### src/rtl/core/dmc_fifo.sv
// ----------------------------------------------------------------------------
// dmc_fifo
// Small synchronous queue with push/full and pop/empty handshakes.
// ----------------------------------------------------------------------------
module dmc_fifo #(
  parameter int WIDTH = 8,
  parameter int DEPTH = 2
) (
  input  logic             clk,
  input  logic             rst_n,
  input  logic             push,
  input  logic [WIDTH-1:0] wdata,
  output logic             full,
  input  logic             pop,
  output logic [WIDTH-1:0] rdata,
  output logic             empty
);

  localparam int PTR_W = $clog2(DEPTH);
  localparam int CNT_W = $clog2(DEPTH + 1);

  logic [WIDTH-1:0] entries_r [DEPTH];
  logic [PTR_W-1:0] wr_ptr_r, wr_ptr_nxt;
  logic [PTR_W-1:0] rd_ptr_r, rd_ptr_nxt;
  logic [CNT_W-1:0] count_r, count_nxt;
  logic             do_push;
  logic             do_pop;

  assign full    = (count_r == CNT_W'(DEPTH));
  assign empty   = (count_r == '0);
  assign do_push = push && !full;
  assign do_pop  = pop && !empty;
  assign rdata   = entries_r[rd_ptr_r];

  always_comb begin
    wr_ptr_nxt = wr_ptr_r;
    rd_ptr_nxt = rd_ptr_r;
    count_nxt  = count_r;
    if (do_push) begin
      wr_ptr_nxt = (wr_ptr_r == PTR_W'(DEPTH - 1)) ? '0 : wr_ptr_r + 1'b1;
    end
    if (do_pop) begin
      rd_ptr_nxt = (rd_ptr_r == PTR_W'(DEPTH - 1)) ? '0 : rd_ptr_r + 1'b1;
    end
    if (do_push && !do_pop) begin
      count_nxt = count_r + 1'b1;
    end else if (do_pop && !do_push) begin
      count_nxt = count_r - 1'b1;
    end
  end

  always_ff @(posedge clk) begin
    if (!rst_n) begin
      wr_ptr_r <= '0;
      rd_ptr_r <= '0;
      count_r  <= '0;
    end else begin
      wr_ptr_r <= wr_ptr_nxt;
      rd_ptr_r <= rd_ptr_nxt;
      count_r  <= count_nxt;
    end
  end

  always_ff @(posedge clk) begin
    if (do_push) begin
      entries_r[wr_ptr_r] <= wdata;
    end
  end

endmodule

### config.mk
export PLATFORM = sky130hd
export DESIGN_NAME = dmc_fifo
export DESIGN_NICKNAME = d
export VERILOG_FILES = /design/src/rtl/core/dmc_fifo.sv
export SDC_FILE = /design/constraint.sdc
export NUM_CORES = 1
export LEC_CHECK = 0
export ABC_AREA = 1
export BUFFER_PORTS_ARGS = -buffer_cell sky130_fd_sc_hd__buf_2
export CAP_MARGIN = 20
export CELL_PAD_IN_SITES_DETAIL_PLACEMENT = 0
export CELL_PAD_IN_SITES_GLOBAL_PLACEMENT = 1
export CORE_MARGIN = 2
export CORE_UTILIZATION = 45
export CTS_BUF_LIST = sky130_fd_sc_hd__clkbuf_8
export DETAILED_ROUTE_END_ITERATION = 16
export GPL_TIMING_DRIVEN = 0
export PLACE_DENSITY = 0.92
export SLEW_MARGIN = 20
export SYNTH_ARGS = -nofsm -noshare
export SYNTH_HDL_FRONTEND = slang
export SYNTH_SLANG_ARGS = --single-unit
### constraint.sdc
create_clock -name clk -period 2.15 [get_ports clk]
set_input_delay 0.1075 -clock clk [delete_from_list [all_inputs] [get_ports clk]]
set_output_delay 0.1075 -clock clk [all_outputs]
set_load 0.02 [all_outputs]
# Yosys cells after proc, flatten, opt, wreduce, memory -nomap -nowiden
# Memory sizes are Yosys's and may differ from the RTL's. A register that Yosys moved wholly into a read port is not among the register bits.
# Index checks and enable logic that the tools add are counted.
dict set report totals {
  ff_bits 4
  mem_bits_rw 16
  in_bits 12
  elab_cells 27
  memories 1
}
# memory words width rd rd_clocked_by_memory_dff wr line_no
set memory_table {}
lappend memory_table {entries_r 2 8 1 1 1 22} ;# logic [WIDTH-1:0] entries_r [DEPTH];
dict set report op_classes {
  add_sub_neg 4
  n_eq_ne 1
  muxes 8
  n_reduce_logical 10
}
# op n
set ops {}
lappend ops {{2-to-1 mux 1 bit} 6}
lappend ops {{logical AND 1 bit} 4}
lappend ops {{logical NOT 1 bit} 4}
lappend ops {{2-to-1 mux 2 bit} 2}
lappend ops {{adder 1 bit, second input constant} 2}
lappend ops {{adder 2 x 1 -> 2 bit, second input constant} 1}
lappend ops {{equality test 2 bit, second input constant} 1}
lappend ops {{logical NOT 2 bit} 1}
lappend ops {{nonzero test 2 bit} 1}
lappend ops {{subtractor 2 x 1 -> 2 bit, second input constant} 1}

# Longest topological paths before layout
dict set report logic_depth {
  word_depth 7
  mapped_depth 10
  mapped_depth_nobuf 10
}

# Worst setup path after synthesis
# No wires, ideal clock.
dict set report synth_path {
  kind {register to register}
  startpoint {register count_r[0]}
  endpoint {register count_r[1]}
  t_arrival_ps 1360
  t_required_ps 2086
  slack_ps 727
  stages_incl_launch_ff 10
  cell_sequence {dfxtp_1 -> nor2_1 -> nor2_2 -> inv_1 -> ha_1 -> inv_1 -> nand3_1 -> nand2_1 -> inv_1 -> nor2_1}
}
dict set report synth_between {
  elab_chain_len 6
}
# element line_no
set synth_lines {}
lappend synth_lines {{start, declared} 25} ;# logic [CNT_W-1:0] count_r, count_nxt;
lappend synth_lines {{start signal, assigned} 60} ;# count_r <= count_nxt;
lappend synth_lines {{logical NOT 2 bit (*)} 30} ;# assign empty = (count_r == '0);
lappend synth_lines {{via empty} 16} ;# output logic empty
lappend synth_lines {{logical NOT 1 bit (*)} 32} ;# assign do_pop = pop && !empty;
lappend synth_lines {{logical AND 1 bit (*)} 32}
lappend synth_lines {{logical NOT 1 bit} 45} ;# if (do_push && !do_pop) begin
lappend synth_lines {{logical AND 1 bit} 45}
lappend synth_lines {{2-to-1 mux 2 bit or nonzero test 2 bit (tied branches)} n/a}
# Mark *: on every way through the listed nets, which the timed path passes. The rest lies on a longest branch. The select of a mux whose other input is x is not followed.
# A chain may end at the register's enable or synchronous reset.

# Final worst setup path
dict set report layout_path {
  startpoint {register count_r[0]}
  endpoint {memory entries_r[1][0] (enable)}
}
dict set report layout_between {
  elab_chain_len 5
}
# element line_no
set layout_lines {}
lappend layout_lines {{equality test 2 bit} 29} ;# assign full = (count_r == CNT_W'(DEPTH));
lappend layout_lines {{logical NOT 1 bit} 31} ;# assign do_push = push && !full;
lappend layout_lines {{logical AND 1 bit} 31}
lappend layout_lines {{2-to-1 mux 1 bit} 65} ;# if (do_push) begin
lappend layout_lines {{2-to-1 mux 1 bit (not written as such)} 66} ;# entries_r[wr_ptr_r] <= wdata;
lappend layout_lines {{end, declared} 22}
# No other way between the ends.

==> impl_metrics.tcl <==
set metrics [dict create \
    cts_hold_buf 0 \
    use_met1 0.116 \
    synth_area_um2 823 \
    setup_violations 0 \
    multi_input_area_um2 204 \
    antenna_left 0 \
    cp-start-kind "register" \
    critical_path_class "register to register" \
    hold_viol_final 0 \
    wl_per_cell_um 10.4 \
    worstSkewPairLatency_ns 0.25 \
    antenna_found_initial 0 \
    port_buffers 21 \
    power_switching_uw 386 \
    status "finished clean" \
    cts_tree "built" \
    nFillCells 169 \
    synth_seq_area_share 0.705 \
    dpl.hpwl_um 931 \
    drc 0 \
    diodes 0 \
    crit_path_cell_trace "o21ai_2 > nor2_1" \
    relSlewSlack 0.532 \
    drt-total-wl_um 1180 \
    gp_congestion 0.676 \
    synthArstFlopShare 0 \
    post-cts-setup-buffers 0 \
    yosys-top-cells-count "16 x edfxtp_1, 10 x nor2_1, 8 x inv_1, 8 x mux2_2, 6 x nand2_1" \
    grt_pass1_vias 452 \
    h-tree-depth 1 \
    grt_max_degree 12 \
    setup_tns_ns 0 \
    p_clk_frac 0.201 \
    comb_power_share 0.332 \
    num_io_pins 22 \
    clk_path_buf_depth 2 \
    cts_sinks 21 \
    gr-usage-met3 0.0269 \
    drive_gt1_frac 0.409 \
    synth_ff_type "edfxtp_1" \
    area_growth_pct 22.0 \
    min_path_type "input pin to register" \
    leakage_nw 0.425 \
    core-area_um2 1730 \
    yosysTopAreaCellShare 0.584 \
    synth_nets 76 \
    dp.cells 109 \
    start_util 0.477 \
    fmax_mhz 692 \
    regArea_um2 581 \
    vias 509 \
    cp.arrival_ns 1.33 \
    drt-vias-per-instance 4.50 \
    die_w_um 46.8 \
    path_delay_family "simple AND/OR/NAND/NOR gates" \
    synth_edf_count 16 \
    synth_warnings 0 \
    endpoint_kind "register" \
    drv_cap 0 \
    synthTopCellsByArea "edfxtp_1 58%, dfxtp_1 12%, mux2_2 11%" \
    yosysUniqueCellTypes 15 \
    cts_resized 0 \
    p_per_area_nw_per_um2 1170 \
    path_clk_slew_ns 0.07 \
    synthCells 63 \
    grt_busiest_layer "met2" \
    synth_top_area_cell "edfxtp_1" \
    yosysMostFrequentCell "edfxtp_1" \
    p_seq_frac 0.467 \
    worstPathRequired_ns 2.03 \
    maxSlewViolCount 0 \
    critPathMaxStageDelay_ns 0.55 \
    netSwitchingFraction 0.327 \
    cts_root_buf "clkbuf_8" \
    worst_slew_pin_slew_ns 0.700 \
    ys_ff_latch 21 \
    num_rows 15 \
    skew_ns 0.00159 \
    fin_cells 113 \
    grt_first_pass_wirelength_um 1730 \
    crit_fanout 8 \
    period_share 0.673 \
    drt-initial-drc-count 3 \
    worst-path-buf-inv 0 \
    slowest_stage "nor2_1" \
    grt_util_all_layers 0.117 \
    final_nets 102 \
    dieArea_um2 2190 \
    syn_avg_cell_area_um2 13.1 \
    period_needed_ns 1.45 \
    vdd_drop_max_v 0.000867 \
    grt.overflow.total 0 \
    power.internal_uw 794 \
    cts_buffers 3 \
    die_h_um 46.8 \
    dr.pass1.iters 3 \
    grt.met2_usage 0.227 \
    rsz0062_at_grt "no" \
]
-- per-layer routing --
layer	vias to the layer above	routed length, um	share of wire
met5	-	0	0
met4	0	4	0.0034
met3	2	74	0.063
met2	14	597	0.51
met1	231	504	0.43
li1	262	-	-
-- cells in the final DEF, fill, tap and decap left out --
master / instances
nor2_1: 10
edfxtp_1: 16
inv_1: 9
nand2_1: 6
ha_1: 1
buf_2: 22
inv_2: 1
a21oi_1: 1
clkbuf_8: 3
dfxtp_1: 5
o21ai_0: 2
nor2_2: 1
nand3_1: 1
nand4_1: 1
o21ai_2: 1
mux2_2: 8
-- path summary, 6_finish.rpt --
path	start	to	slack (ns)	cells past startpoint
max	count_r[0]	entries_r[1][0]	0.70	2
min	wdata[5]	entries_r[0][5]	0.04	1
max reg2reg	count_r[0]	entries_r[1][0]	0.70	2
min reg2reg	rd_ptr_r	register	0.51	2
-- cells by family (layout without fill, tap and decap cells) --
logic type | Yosys count | in the layout | synth area share
AO/OA/AOI/OAI | 4 | 4 | 0.0289
adder cells (fa/ha/maj) | 1 | 1 | 0.0152
buffers and inverters | 10 | 35 | 0.0471
flip-flops | 21 | 21 | 0.705
multiplexers | 8 | 8 | 0.109
AND/OR/NAND/NOR | 19 | 19 | 0.0942
-- sequential cells by signal (all words and copies together), names as in the netlist, named ones only --
name	cells
count_r	2
entries_r	16
wr_ptr_r	1
rd_ptr_r	1
-- power groups by stage --
stage / clock [mW] / combinational, mW / sequential, mW
floorplan: 0 / 0.294 / 0.553
global placement: 0 / 0.386 / 0.558
detailed placement: 0 / 0.395 / 0.562
CTS: 0.245 / 0.397 / 0.553
global route: 0.258 / 0.434 / 0.561
finish: 0.237 / 0.391 / 0.551
-- through the flow --
stage	setup slack [ns]	utilization	area (um2)	power [mW]	hold WS [ns]
after detailed placement	0.691	0.556	960	0.957	0.299
after global placement	0.725	0.556	960	0.944	0.296
after CTS	0.683	0.582	1000	1.19	0.0369
after global routing	0.571	0.582	1000	1.25	0.0371
final	0.704	0.582	1000	1.18	0.0436
after floorplan	0.727	-	823	0.847	0.206
-- cell type report --
| class | count | area share |
|---|---|---|
| Buffer | 1 | 0.00498 |
| Clock buffer | 3 | 0.0411 |
| Sequential cell | 21 | 0.578 |
| Inverter | 9 | 0.0336 |
| Multi-Input combinational cell | 32 | 0.203 |
| Tap cell | 25 | 0.0311 |
| Clock inverter | 1 | 0.00374 |
| Timing Repair Buffer | 21 | 0.105 |
(Power assumes the default switching activity.)
